File: config.mk
export PLATFORM = sky130hd
export DESIGN_NAME = cmpa_ram
export DESIGN_NICKNAME = d
export VERILOG_FILES = /design/src/rtl/complex_matrix_product_adjoint_assert.svh /design/src/rtl/cmpa_ram.sv
export SDC_FILE = /design/constraint.sdc
export NUM_CORES = 1
export LEC_CHECK = 0
export ABC_CLOCK_PERIOD_IN_PS = 8100
export BUFFER_PORTS_ARGS = -buffer_cell sky130_fd_sc_hd__buf_2
export CORE_ASPECT_RATIO = 0.7
export CORE_MARGIN = 2
export CORE_UTILIZATION = 60
export CTS_CLUSTER_DIAMETER = 150
export DETAILED_ROUTE_END_ITERATION = 16
export PLACE_DENSITY = 0.9
export REMOVE_ABC_BUFFERS = 1
export SYNTH_ARGS = -nofsm -noshare
export SYNTH_HDL_FRONTEND = slang
export SYNTH_SLANG_ARGS = --single-unit
File: constraint.sdc
create_clock -name clk -period 8.1 [get_ports clk]
set_input_delay 0 -clock clk [delete_from_list [all_inputs] [get_ports clk]]
set_output_delay 0 -clock clk [all_outputs]
set_load 0.05 [all_outputs]
File: src/rtl/complex_matrix_product_adjoint_assert.svh
// Assertion macros for the complex matrix product block.
// Used by the top level only; no dependencies.
`ifndef COMPLEX_MATRIX_PRODUCT_ADJOINT_ASSERT_SVH
`define COMPLEX_MATRIX_PRODUCT_ADJOINT_ASSERT_SVH
// implication checked on every clock edge outside reset
`define CMPA_ASSERT_IMP(lbl, ante, cons, msg) \
    lbl: assert property (@(posedge clk) disable iff (!rst_n) (ante) |-> (cons)) \
        else $error(msg);
// next-cycle implication
`define CMPA_ASSERT_NEXT(lbl, ante, cons, msg) \
    lbl: assert property (@(posedge clk) disable iff (!rst_n) (ante) |=> (cons)) \
        else $error(msg);
`endif

File: src/rtl/cmpa_ram.sv
// Generic single-write, single-read RAM with registered read data.
// No dependencies.
`default_nettype none
module cmpa_ram #(
    parameter int WIDTH = 64,
    parameter int DEPTH = 9,
    localparam int AW = (DEPTH > 1) ? $clog2(DEPTH) : 1
) (
    input  wire logic             clk,
    input  wire logic             we,
    input  wire logic [AW-1:0]    waddr,
    input  wire logic [WIDTH-1:0] wdata,
    input  wire logic [AW-1:0]    raddr,
    output logic      [WIDTH-1:0] rdata
);
    logic [WIDTH-1:0] mem_reg [DEPTH];
    always_ff @(posedge clk)
    begin
        if (we)
        begin
            mem_reg[waddr] <= wdata;
        end
        rdata <= mem_reg[raddr];
    end
endmodule
`default_nettype wire

# Word-level counts from Yosys, hierarchy flattened
# Memory sizes are Yosys's and may differ from the RTL's. A register that Yosys moved wholly into a read port is not among the register bits.
# Index checks and enable logic that the tools add are counted.
[totals]
regBits = 0
ram_bits = 576
output_inout_bits = 64
word_cells = 3
n_memories = 1
[mem_list]
columns = ["memory", "words", "width", "read_ports", "rd_clocked_by_memory_dff", "wr", "line", "rtl"]
rows = [
  ["mem_reg", 9, 64, 1, 1, 1, "cmpa_ram.sv:16", "logic [WIDTH-1:0] mem_reg [DEPTH];"],
]
[classes]
mux = 2
[op_table]
columns = ["op", "count"]
rows = [
  ["1-bit two-way mux", 2],
]

# Longest topological paths before layout
[logic_depth]
depth_word = 2
depth_mapped = 6
ltp_nobuf = 3

# Least setup slack after synthesis
# OpenSTA, ideal clock, no wires.
[synth_timing]
kind = "input to register"
startpoint = "input port waddr[1]"
endpoint = "memory mem_reg[8][0] (enable)"
arrival_ns = 6.279
t_required_ns = 7.449
setup_slack_ns = 1.170
stages = 1
path_cell_list = "nor4_1"
[synth_rtl]
columns = ["item", "line", "rtl"]
rows = [
  ["from (decl)", "cmpa_ram.sv:11", "input wire logic [AW-1:0] waddr,"],
  ["to (decl)", "cmpa_ram.sv:16", ""],
]
# No word-level cell before the write port.

==> summary.md <==
| Metric | Value |
|---|---|
| Type of the most critical hold path | in -> reg |
| Postcts setup bufs | 0 |
| Hold buffer count at CTS | 65 |
| Via-per-instance ratio | 6.03 |
| Syn. warnings | 0 |
| Row cnt | 61 |
| Met2 Usage GRT | 39.0% |
| Worst hold slack | 0.133 ns |
| Most Crowded Layer GR | met2 |
| Synthesized area | 0.0239 mm2 |
| Final Hold Vio Count | 0 |
| Worst Skew | 0.0117 ns |
| Worst slew pin tran | 1.19 ns |
| Drt pass-1 iters | 5 |
| Met3 Use GR | 4.83% |
| R2R setup slack | 6.87 ns |
| Achievable Freq | 499 MHz |
| Final setup TNS | 0 ns |
| Die W | 243 um |
| CTS root buf | clkbuf_16 |
| Clk pin slew, worst setup/hold paths | 0.07 ns |
| Hold endpoint | mem_reg[7][12] |
| Pwr Total | 6.80 mW |
| I/O Pins | 138 |
| CP required | 8.56 ns |
| Met1 usage | 32.0% |
| Final period util | 24.8% |
| WL/cell | 24.4 um |
| R2R Path Start | mem_reg[6][20] |
| Hpwl dp | 24.8 mm |
| TritonCTS clock tree | built |
| Finished Core Util | 69.4% |
| Core box area | 0.0395 mm2 |
| Drt initial violations | 1,310 |
| Synthesis-stage register bit count | 640 |
| Sequential area share after synthesis | 77.7% |
| Max-slew headroom at the worst pin | 21.0% |
| Synth cell types | 22 |
| CP Capture Type | flop |
| RePlAce Congestion | 0.743 |
| Share of layout cells above drive strength 1 | 29.4% |
| Slew Viols, Final | 0 |
| H-Tree Depth | 2 |
| # resized after CTS | 0 |
| Drt drc | 0 |
| Max Cap Viol | 0 |
| Worst Path Arrival | 2.46 ns |
| First-pass GRT wire length | 74.2 mm |
| Worst Reg-to-Reg Cells | 3 |
| Number of flip-flops in the largest register | 576 |
| Initial antenna violation count | 3 |
| Status | finished clean |
| Detail Route Antenna Nets | 0 |
| Die span in y | 171 um |
| Area grow syn2layout | 14.8% |
| Hold Crit Depth | 3 |
| Mapped Cells | 1,240 |
| Yosys top cell area share | 72.3% |
| Hold Crit Start | waddr[0] |
| Largest net degree at the start of global routing | 75 |
| Largest area contributor in the netlist | edfxtp_1 |
| Number of global-route vias before repair | 12,500 |
| Power Dens Cells | 248 mW/mm2 |
| Total track usage | 23.7% |
| R2r endpoint | rdata[20] |
| Critical path type | in -> reg |
| Most frequent cells in the layout | 576 x edfxtp_1, 135 x buf_2, 128 x mux2i_1, 128 x mux2_2, 66 x nand2_1 |
| GRT overflow | 0 |
| Max VDD drop | 196 uV |
| Vias | 12,300 |
| Critical Path Start Type | primary input |
| TritonCTS Buffers | 56 |
| RSZ-0062 raised after global routing | no |
| Final setup viols | 0 |
| Die area | 0.0415 mm2 |
| Clk Latency, worst-skew pair | 0.59 ns |
| Final net count | 1,520 |
| Bufs on Longest Clock Path | 3 |
| DRT Wirelength | 49.5 mm |
| Initial Util | 60.5% |
| CP max FO | 67 |
| Clk sinks | 640 |
| Port Buf Inserts | 137 |
| Most common cell after layout, fill and taps aside | edfxtp_1 |
| Fin crit period | 2.01 ns |
| LEAKAGE | 9.51 nW |
| Avg Inst Size Synth | 19.3 um2 |
| Area contributors post-synth | edfxtp_1 72%, mux2_2 6.0%, dfxtp_1 5.4%, mux2i_1 5.4%, o31ai_2 3.3% |
==> per-stage QoR <==
stage	worst slack, ns	cell area (um2)	cells
detailed placement	5.64	25000	1858
finish	6.09	27400	2034
CTS	6.16	27400	2029
global placement	5.74	25000	1858
floorplan	1.17	23400	1171
global route	6.03	27400	2031
==> routing by layer <==
metal	part of all wire, %	vias to the layer above	wire, um
met2	48	563	23900
met5	0	-	0
li1	-	5382	-
met3	7.6	109	3780
met4	2.5	0	1260
met1	42	6210	20600
==> power breakdown <==
| part | switching (mW) | total [mW] | internal [mW] |
|---|---|---|---|
| clock network | 1.16 | 2.62 | 1.46 |
| logic | 0.312 | 0.469 | 0.157 |
| registers | 0.0284 | 3.71 | 3.68 |
| total | 1.50 | 6.80 | 5.30 |
==> cell type report <==
| type | instances | area [um2] |
|---|---|---|
| antenna | 5 | 12.5 |
| clock buffer | 84 | 1640 |
| clock inverter | 22 | 175 |
| fill | 2385 | 12100 |
| multi-input combinational | 531 | 4910 |
| sequential | 640 | 18600 |
| tap | 535 | 669 |
| timing repair buffer | 217 | 1470 |
==> synthesized netlist by cell type, drive strengths merged <==
cell and n:
dfxtp 64, edfxtp 576, nor3 2, or3b 1, nor2b 1, buf 38
nor2 7, o22ai 64, mux2 128, a22o 64, clkbuf 31, o31ai 64
mux2i 128, nor4 1, nand2b 3, nand3b 1, nand2 67
==> worst max-delay path by stage <==
stage / start / endpoint / slack [ns] / depth (start not counted)
detailed placement: raddr[0] / rdata[12] / 5.64 / 5
CTS: raddr[3] / rdata[20] / 6.16 / 5
floorplan: waddr[1] / mem_reg[8][0] / 1.17 / 1
finish: raddr[3] / rdata[20] / 6.09 / 5
global route: raddr[3] / rdata[20] / 6.03 / 5
global placement: raddr[0] / rdata[54] / 5.74 / 5
==> critical path: stages <==
cell and delay (ns):
dlygate4sd3_1 0.54, buf_6 0.53, buf_4 0.89, nand2_1 0.22, o31ai_2 0.18
==> kinds of logic after synthesis <==
| logic type | count (synthesis) | synth area share [%] |
|---|---|---|
| flip-flops | 640 | 77.7 |
| multiplexers | 256 | 11.4 |
| AO/OA/AOI/OAI | 192 | 7.37 |
| AND/OR/NAND/NOR | 83 | 1.40 |
| buffers and inverters | 69 | 2.14 |
Power figures use the tool's default switching activity.
