[src/rtl/complex_matrix_product_adjoint_assert.svh]
// Assertion macros for the complex matrix product block.
// Used by the top level only; no dependencies.
`ifndef COMPLEX_MATRIX_PRODUCT_ADJOINT_ASSERT_SVH
`define COMPLEX_MATRIX_PRODUCT_ADJOINT_ASSERT_SVH
// implication checked on every clock edge outside reset
`define CMPA_ASSERT_IMP(lbl, ante, cons, msg) \
    lbl: assert property (@(posedge clk) disable iff (!rst_n) (ante) |-> (cons)) \
        else $error(msg);
// next-cycle implication
`define CMPA_ASSERT_NEXT(lbl, ante, cons, msg) \
    lbl: assert property (@(posedge clk) disable iff (!rst_n) (ante) |=> (cons)) \
        else $error(msg);
`endif

[src/rtl/cmpa_pkg.sv]
// Shared types and constants for the complex matrix product block.
// No dependencies.
`default_nettype none
package cmpa_pkg;
    localparam int DIM_DEF = 3;
    localparam int FRAC_BITS_DEF = 28;
    localparam int ACC_W = 72;

    typedef enum logic [1:0] {
        ACT_LOAD_A = 2'd0,
        ACT_LOAD_B = 2'd1,
        ACT_MUL    = 2'd2,
        ACT_NONE   = 2'd3
    } action_t;

    typedef struct packed {
        logic [1:0]         action;
        logic [1:0]         row;
        logic [1:0]         col;
        logic signed [31:0] real_part;
        logic signed [31:0] imag_part;
        logic               adjoint_first;
        logic               adjoint_second;
    } in_item_t;

    typedef struct packed {
        logic [1:0]         out_row;
        logic [1:0]         out_col;
        logic signed [31:0] out_real;
        logic signed [31:0] out_imag;
        logic               last_of_run;
    } out_item_t;

    // multiply command passed from front to back
    typedef struct packed {
        logic adj1;
        logic adj2;
    } cmd_t;
endpackage
`default_nettype wire

[src/rtl/cmpa_front.sv]
// Front end: accepts items, writes loads to the matrix RAMs, queues multiplies.
// Depends on cmpa_pkg.
`default_nettype none
module cmpa_front #(
    parameter int DIM = cmpa_pkg::DIM_DEF,
    localparam int AW = $clog2(DIM * DIM)
) (
    input  wire logic              clk,
    input  wire logic              rst_n,
    input  wire logic              push,
    output logic                   full,
    input  wire cmpa_pkg::in_item_t in_item,
    output logic                   we_a,
    output logic                   we_b,
    output logic [AW-1:0]          waddr,
    output logic [63:0]            wdata,
    output logic                   cmd_valid,
    output cmpa_pkg::cmd_t         cmd,
    input  wire logic              cmd_take,
    input  wire logic              busy
);
    logic          q_valid_reg, q_valid_next;
    cmpa_pkg::cmd_t q_cmd_reg;
    logic          accept, in_range, is_mul;
    logic [2*AW-1:0] idx;

    // hold all items while a multiply waits or runs
    assign full      = q_valid_reg || busy;
    assign accept    = push && !full;
    assign in_range  = (32'(in_item.row) < DIM) && (32'(in_item.col) < DIM);
    assign idx       = (2*AW)'(in_item.row) * (2*AW)'(DIM) + (2*AW)'(in_item.col);
    assign waddr     = idx[AW-1:0];
    assign wdata     = {in_item.imag_part, in_item.real_part};
    assign we_a      = accept && in_range && (in_item.action == cmpa_pkg::ACT_LOAD_A);
    assign we_b      = accept && in_range && (in_item.action == cmpa_pkg::ACT_LOAD_B);
    assign is_mul    = accept && (in_item.action == cmpa_pkg::ACT_MUL);
    assign cmd_valid = q_valid_reg;
    assign cmd       = q_cmd_reg;

    always_comb
    begin
        q_valid_next = q_valid_reg;
        if (cmd_take)
        begin
            q_valid_next = 1'b0;
        end
        if (is_mul)
        begin
            q_valid_next = 1'b1;
        end
    end

    always_ff @(posedge clk or negedge rst_n)
    begin
        if (!rst_n)
        begin
            q_valid_reg <= 1'b0;
        end
        else
        begin
            q_valid_reg <= q_valid_next;
        end
    end

    always_ff @(posedge clk)
    begin
        if (is_mul)
        begin
            q_cmd_reg <= '{adj1: in_item.adjoint_first, adj2: in_item.adjoint_second};
        end
    end
endmodule
`default_nettype wire

[config.mk]
export PLATFORM = sky130hd
export DESIGN_NAME = cmpa_front
export DESIGN_NICKNAME = d
export VERILOG_FILES = /design/src/rtl/complex_matrix_product_adjoint_assert.svh /design/src/rtl/cmpa_pkg.sv /design/src/rtl/cmpa_front.sv
export SDC_FILE = /design/constraint.sdc
export NUM_CORES = 1
export LEC_CHECK = 0
export BUFFER_PORTS_ARGS = -buffer_cell sky130_fd_sc_hd__buf_4
export CAP_MARGIN = 40
export CORE_AREA = 2 2 61 63
export DETAILED_ROUTE_END_ITERATION = 10
export DIE_AREA = 0 0 63 65
export PLACE_DENSITY = 0.83
export SYNTH_ARGS = -nofsm -noshare
export SYNTH_HDL_FRONTEND = slang
export SYNTH_SLANG_ARGS = --single-unit
[constraint.sdc]
create_clock -name clk -period 1.45 [get_ports clk]
set_input_delay 0.145 -clock clk [delete_from_list [all_inputs] [get_ports clk]]
set_output_delay 0.145 -clock clk [all_outputs]
set_load 0.03 [all_outputs]
## Yosys cells after proc, flatten, opt, wreduce, memory -nomap -nowiden

Index checks and enable logic that the tools add are counted.
W data, S select, Z words.

- $add $sub $neg: 1
- Multipliers: 1
- Div/mod/pow operators: 0
- $lt $le $gt $ge: 2
- Equality and inequality tests: 2
- Shift operators: 0
- Multiplexer cells: 2
- Bitwise gates (word level): 0
- Reductions and logical operators: 10

Operators by type and width:

| kind | count |
|---|---|
| $logic_and A1 B1 Y1 | 6 |
| $add A4 B2 Y4 | 1 |
| $lt A2 B2 Y1 const B | 2 |
| $mul A2 B2 Y4 const B | 1 |
| $eq A2 B1 Y1 const B | 1 |
| $eq A2 B2 Y1 const B | 1 |
| $logic_not A2 Y1 | 1 |
| $mux W1 | 2 |
| $reduce_bool A2 Y1 | 1 |
| $logic_not A1 Y1 | 1 |
| $logic_or A1 B1 Y1 | 1 |

- Bits in registers: 3
- Bits in latches: 0
- Bits in writable memories: 0
- Bits in read-only memories: 0
- Output and inout bits: 74
- Word-level logic and storage cells: 21
- Memories kept: 0

## Depth between registers and ports, before layout

Gate-level depths: netlist of run 1.

- Depth in word-level cells: 5
- Depth in mapped cells: 5
- Mapped depth without buffers: 5

## Worst setup path after synthesis of run 1

No wires, ideal clock.

- Kind: register to output
- Start: reg q_valid_reg, in the netlist cmd_valid
- End: out we_a
- Arrival: 1.624 ns
- Data required time: 1.305 ns
- Slack: -0.319 ns
- Cell stages (with the launch flop): 3
- Path buffers: 0
- Cell sequence: dfrtp_1 or3b_4 nor3_1

- Longest elaborated chain between the ends: 5

RTL lines:

| what | RTL line | text |
|---|---|---|
| start: declaration | cmpa_front.sv:22 | `logic q_valid_reg, q_valid_next;` |
| start signal: assignment | cmpa_front.sv:61 | `q_valid_reg <= q_valid_next;` |
| $logic_or A1 B1 Y1 | cmpa_front.sv:28 | `assign full = q_valid_reg \|\| busy;` |
| $logic_not A1 Y1 | cmpa_front.sv:29 | `assign accept = push && !full;` |
| $logic_and A1 B1 Y1 | cmpa_front.sv:29 |  |
| $logic_and A1 B1 Y1 (2 in a row) | cmpa_front.sv:34 | `assign we_a = accept && in_range && (in_item.action == cmpa_pkg::ACT_LOAD_A);` |
| end: declaration | cmpa_front.sv:13 | `output logic we_a,` |

No other way between the ends.

## Final worst setup path of run 1

- Start: in in_item[69] (netlist name)
- End: out waddr[2]

- Longest elaborated chain between the ends: 2

RTL lines:

| what | RTL line | text |
|---|---|---|
| start: declaration | cmpa_front.sv:12 | `input wire cmpa_pkg::in_item_t in_item,` |
| $mul A2 B2 Y4 | cmpa_front.sv:31 | `assign idx = (2*AW)'(in_item.row) * (2*AW)'(DIM) + (2*AW)'(in_item.col);` |
| $add A4 B2 Y4 | cmpa_front.sv:31 |  |
| end: declaration | cmpa_front.sv:15 | `output logic [AW-1:0] waddr,` |

No other way between the ends.

==> impl_metrics.ini, run 1 <==
[sta]
setup_violations = 3
period_minus_slack_ns = 1.80
hold_viol = 0
period_share_pct = 124
final-max-slew-violation-count = 0
tightest_slew_ns = 0.209
slew_headroom_pct = 86.1
max_freq_mhz = 557
rsz0062_at_grt = yes
fin_skew_ns = 0.00116
whs_ns = 0.0898
fin_ws_ns = -0.346

[clock_network]
cts_sinks = 3
clock_path_buffers = 2
cts_root_buffer = clkbuf_4
numCtsBuffers = 3
clk_latency_ns = 0.23
clkTransAtPathRegs_ns = 0.04
cts_tree = done
htreeDepth = 1

[job]
maxCapViolCount = 0

[synth]
yosys_register_bits = 3
synth.most_common_cell = buf_4
syn-num-nets = 169
netlist_top_cells_count = 64 x buf_4, 8 x inv_1, 3 x ha_1, 3 x nor3_1
synth_cell_type_count = 11
yosys_warnings = 0
synth_area_leaders = buf_4 66%, edfxtp_1 8.2%, fa_1 5.5%
synth_cells = 87
avgSynthCellArea_um2 = 8.40
synth_seq_area_share_pct = 11.6
synth_edf_count = 2
synth.top_cell.area_share_pct = 65.8
async_reset_ff_share_pct = 33.3
synth_flop_cell = edfxtp_1
yosys.area.top_type = buf_4
synth.cell_area_um2 = 731

[floorplan]
initial_core_util_pct = 20.9
num_rows = 22
die_h_um = 65
die_x_um = 63
dieArea_um2 = 4100
core-area_um2 = 3500
io-pin-count = 151

[global_routing]
grt_pass1_vias = 419
grt_first_pass_wirelength_mm = 1.90
grt_use_total_pct = 6.20
antenna_found_initial = 0
grt_max_degree = 5
gr-total-overflow = 0

[status]
violations = negative setup slack
status = finished with violations

[cells_and_area]
layout-drive-gt1-share_pct = 71.4
syn_to_final_growth_pct = -17.6
nets = 139
fin_util_pct = 17.2
num-fill-cells = 409
antennaDiodeCount = 0
multiInputGateArea_um2 = 165
stdcell_area_um2 = 602
final-seq-area_um2 = 85.1

[power]
power_density_nw_per_um2 = 720
clkPwrFrac_pct = 33.8
intPower_mw = 0.288
seqPwrFrac_pct = 22.2
p_sw_mw = 0.146
peakVddDrop_v = 0.000138
swShare_pct = 33.6
p_leak_nw = 0.288
pwr-share-comb_pct = 44.1

[worst_setup_path]
cp_slowest_stage_delay_ns = 0.55
worstPathArrival_ns = 1.65
crit_slowest_cell = fa_1
crit_family = adder cells
path_buf_inv = 4
cp_max_fo = 2
critical_path.endpoint_type = output port
cp_cell_sequence = buf_6 > fa_1 > ha_2 > inv_2 > fa_1 > inv_2 > buf_6
start_kind = input port
crit_type = input port to output port
crit_required_ns = 1.31

[route]
firstDrtPassIters = 4
route.detailed.drc = 0
post_drt_wl_per_cell_um = 13.4
drtIter0Drc = 10
vias = 377
wl_mm = 1.39
vias_per_cell = 3.63
ant_nets = 0

[placement]
gp_congestion = 0.557
portBuffers = 22
hpwlAfterDp_mm = 1.04
placed_cell_area_um2 = 519

[hold_path]
holdCritPathClass = input port to flop
==> cell type report <==
type                    instances  share of cell area [%]
multi-input cells              12                    27.4
inverters                       8                    4.99
well taps                      48                    9.98
repair buffers                 29                    39.1
flip-flops and latches          3                    14.1
clock buffers                   4                    4.37
==> path summary, 6_finish.rpt <==
kind	cells after the start	end	start	slack, ns
worst max register to register	3	cmd[0]	cmd_valid	0.06
worst min-delay path	1	cmd[1]	in_item[1]	0.09
max in group asynchronous	2	cmd_valid	rst_n	1.12
worst max-delay path	7	waddr[2]	in_item[69]	-0.35
worst min register to register	4	cmd_valid	cmd_valid	0.74
min in group asynchronous	2	cmd_valid	rst_n	0.25
==> kinds of logic (layout without fill, tap and decap cells) <==
family | Yosys count | in the layout | synth area share [%]
simple gates | 5 | 5 | 4.45
compound gates | 2 | 2 | 3.43
buf+inv | 72 | 41 | 69.9
flops | 3 | 3 | 11.6
fa+ha+maj | 5 | 5 | 10.6
==> flip-flops by register name, summed over array words and instances (netlist names) <==
signal / cells
cmd_valid: 1
cmd: 2
==> per-layer routing <==
| layer | up-vias | track usage [%] | share of wire [%] |
|---|---|---|---|
| met5 | - | 0 | 0 |
| met4 | 0 | 10.3 | 15 |
| met3 | 40 | 4.34 | 16 |
| met2 | 34 | 8.91 | 46 |
| met1 | 164 | 4.11 | 23 |
| li1 | 139 | - | - |
==> what timing repair did <==
action	in CTS	in global routing
gates resized for setup	6	1
setup buffers	1	2
setup endpoints to repair	4	4
endpoints found under the hold margin	1	0
hold buffers	1	0
pin swaps	5	4
==> worst reg2reg max path, stage by stage, from the launching register on <==
cell	delay [ns]
dfrtp_1	0.37
or3b_4	0.41
buf_4	0.17
nor3_4	0.14
==> per-stage QoR <==
step | setup WS, ns | total power [mW] | std cells | setup TNS (ns)
floorplan | -0.117 | 0.520 | 87 | -0.246
detailed placement | -0.387 | 0.268 | 96 | -0.700
CTS | -0.373 | 0.436 | 102 | -0.805
global placement | -0.345 | 0.265 | 96 | -0.616
global route | -0.396 | 0.463 | 104 | -0.815
finish | -0.346 | 0.433 | 104 | -0.647
==> layout by cell type (no fill, tap or decap) <==
cell type,netlist,layout
buf_4,64,24
inv_1,8,5
buf_6,0,4
inv_2,0,3
clkbuf_4,0,3
nor3_4,0,2
fa_1,2,2
ha_1,3,2
edfxtp_1,2,2
or2_1,1,1
or3b_4,1,1
a211o_1,1,1
nor3_2,0,1
o32ai_2,1,1
ha_2,0,1
clkbuf_1,0,1
dfrtp_1,1,1
dlygate4sd3_1,0,1
==> power groups by stage <==
stage	logic [mW]	clock network, mW	registers, mW
5_1_grt	0.206	0.161	0.0961
2_1_floorplan	0.417	0	0.103
4_1_cts	0.186	0.154	0.0961
3_3_place_gp	0.167	0	0.0980
3_5_place_dp	0.170	0	0.0982
6_report	0.191	0.146	0.0960
(Power assumes the default switching activity.)
==> run 2, diff against run 1 <==
PLACE_DENSITY = 0.75   (was 0.83)
==> impl_metrics.ini, run 2 (same netlist as run 1, synthesis figures left out) <==
[status]
status = finished with violations
violations = negative setup slack

[clock_network]
cts_sinks = 3
cts_root_buffer = clkbuf_4
cts_tree = done
numCtsBuffers = 3
clk_latency_ns = 0.23
clock_path_buffers = 2
htreeDepth = 1
clkTransAtPathRegs_ns = 0.03

[global_routing]
grt_pass1_vias = 395
antenna_found_initial = 0
grt_use_total_pct = 5.21
grt_max_degree = 5
gr-total-overflow = 0
grt_first_pass_wirelength_mm = 1.67

[placement]
hpwlAfterDp_um = 924
placed_cell_area_um2 = 519
dp_slack_ns = -0.355
gp_congestion = 0.563
portBuffers = 22

[worst_setup_path]
r2r_end = cmd[1]
regToRegStartpoint = cmd_valid
start_kind = input port
critical_path.endpoint_type = output port
crit_type = input port to output port
cp_max_fo = 2
r2r_cells = 3
ff2ff_setup_slack_ns = 0.05
worstPathArrival_ns = 1.64
crit_required_ns = 1.31

[sta]
max_freq_mhz = 560
fin_skew_ns = 0.00245
tightest_slew_ns = 0.184
period_minus_slack_ns = 1.78
period_share_pct = 123
fin_ws_ns = -0.334
slew_headroom_pct = 87.7
hold_viol = 0
setup_violations = 3
final-max-slew-violation-count = 0
rsz0062_at_grt = yes

[power]
power_density_nw_per_um2 = 709
peakVddDrop_v = 0.000111
p_leak_nw = 0.283

[cells_and_area]
nets = 138
layout-drive-gt1-share_pct = 67.3
layout.cells.most_common = buf_4
num-fill-cells = 400
largest_reg_flops = 2
final_cell_mix = 24 x buf_4, 6 x inv_1, 3 x ha_1, 3 x clkbuf_4, 3 x buf_6
fin_util_pct = 16.8
antennaDiodeCount = 0
syn_to_final_growth_pct = -19.5
stdcell_area_um2 = 588

[route]
ant_nets = 0
drtIter0Drc = 6
route.detailed.drc = 0
vias = 354
vias_per_cell = 3.44
firstDrtPassIters = 2
post_drt_wl_per_cell_um = 10.5
wl_mm = 1.08

[floorplan]
dieArea_um2 = 4100
initial_core_util_pct = 20.9
io-pin-count = 151
die_h_um = 65
core-area_um2 = 3500
die_x_um = 63
num_rows = 22

[hold_path]
holdCritPathClass = input port to flop
holdPathEnd = cmd[1]
hold_depth = 1
hp-start = in_item[1]

[job]
maxCapViolCount = 0
[run 2: area by class of cell]
class                      count  area, um2  share of cell area (%)
clock buffer                   4       26.3                    4.47
sequential                     3       85.1                    14.5
timing repair buffer          28        224                    38.1
multi-input combinational     12        163                    27.7
tap                           48       60.1                    10.2
inverter                       8       30.0                    5.11
[run 2: per-layer routing]
| metal | share of wire, % | track usage [%] |
|---|---|---|
| met5 | 0 | 0 |
| met4 | 13 | 9.44 |
| met3 | 17 | 3.30 |
| met2 | 45 | 7.18 |
| met1 | 25 | 3.59 |
[run 2: power by group]
part / internal (mW) / total [mW] / switching, mW
clock: 0.103 / 0.140 / 0.0372
combinational: 0.0848 / 0.181 / 0.0964
sequential: 0.0950 / 0.0961 / 0.00114
total: 0.282 / 0.417 / 0.135
[run 2: stage by stage]
step	power (mW)	setup TNS, ns	hold WS [ns]	cells
global placement	0.264	-0.613	-0.0798	96
detailed placement	0.266	-0.618	-0.0782	96
global route	0.450	-0.848	0.0814	103
CTS	0.430	-0.713	0.0864	103
finish	0.417	-0.614	0.0967	103
floorplan	0.520	-0.246	-0.151	87
[run 2: worst max path at each step]
stage                      from        to  slack (ns)  depth (start not counted)
finish              in_item[69]  waddr[2]       -0.33                          7
global route        in_item[69]  waddr[2]       -0.38                          7
CTS                 in_item[69]  waddr[2]       -0.35                          7
detailed placement  in_item[67]  waddr[2]       -0.35                          7
global placement    in_item[67]  waddr[2]       -0.35                          7
floorplan           in_item[67]  waddr[2]       -0.12                          5
[run 2: timing repair]
item,in CTS,in global routing
endpoints found under the setup margin,4,6
pin swaps,3,1
endpoints found under the hold margin,1,0
buffers inserted,2,0
hold buffers,1,0
gates resized for setup,4,0
[run 2: worst max-delay path, stage by stage]
cell and delay [ns]:
buf_4 0.12, fa_1 0.54, ha_1 0.14, inv_1 0.04
fa_1 0.49, inv_2 0.04, buf_6 0.12
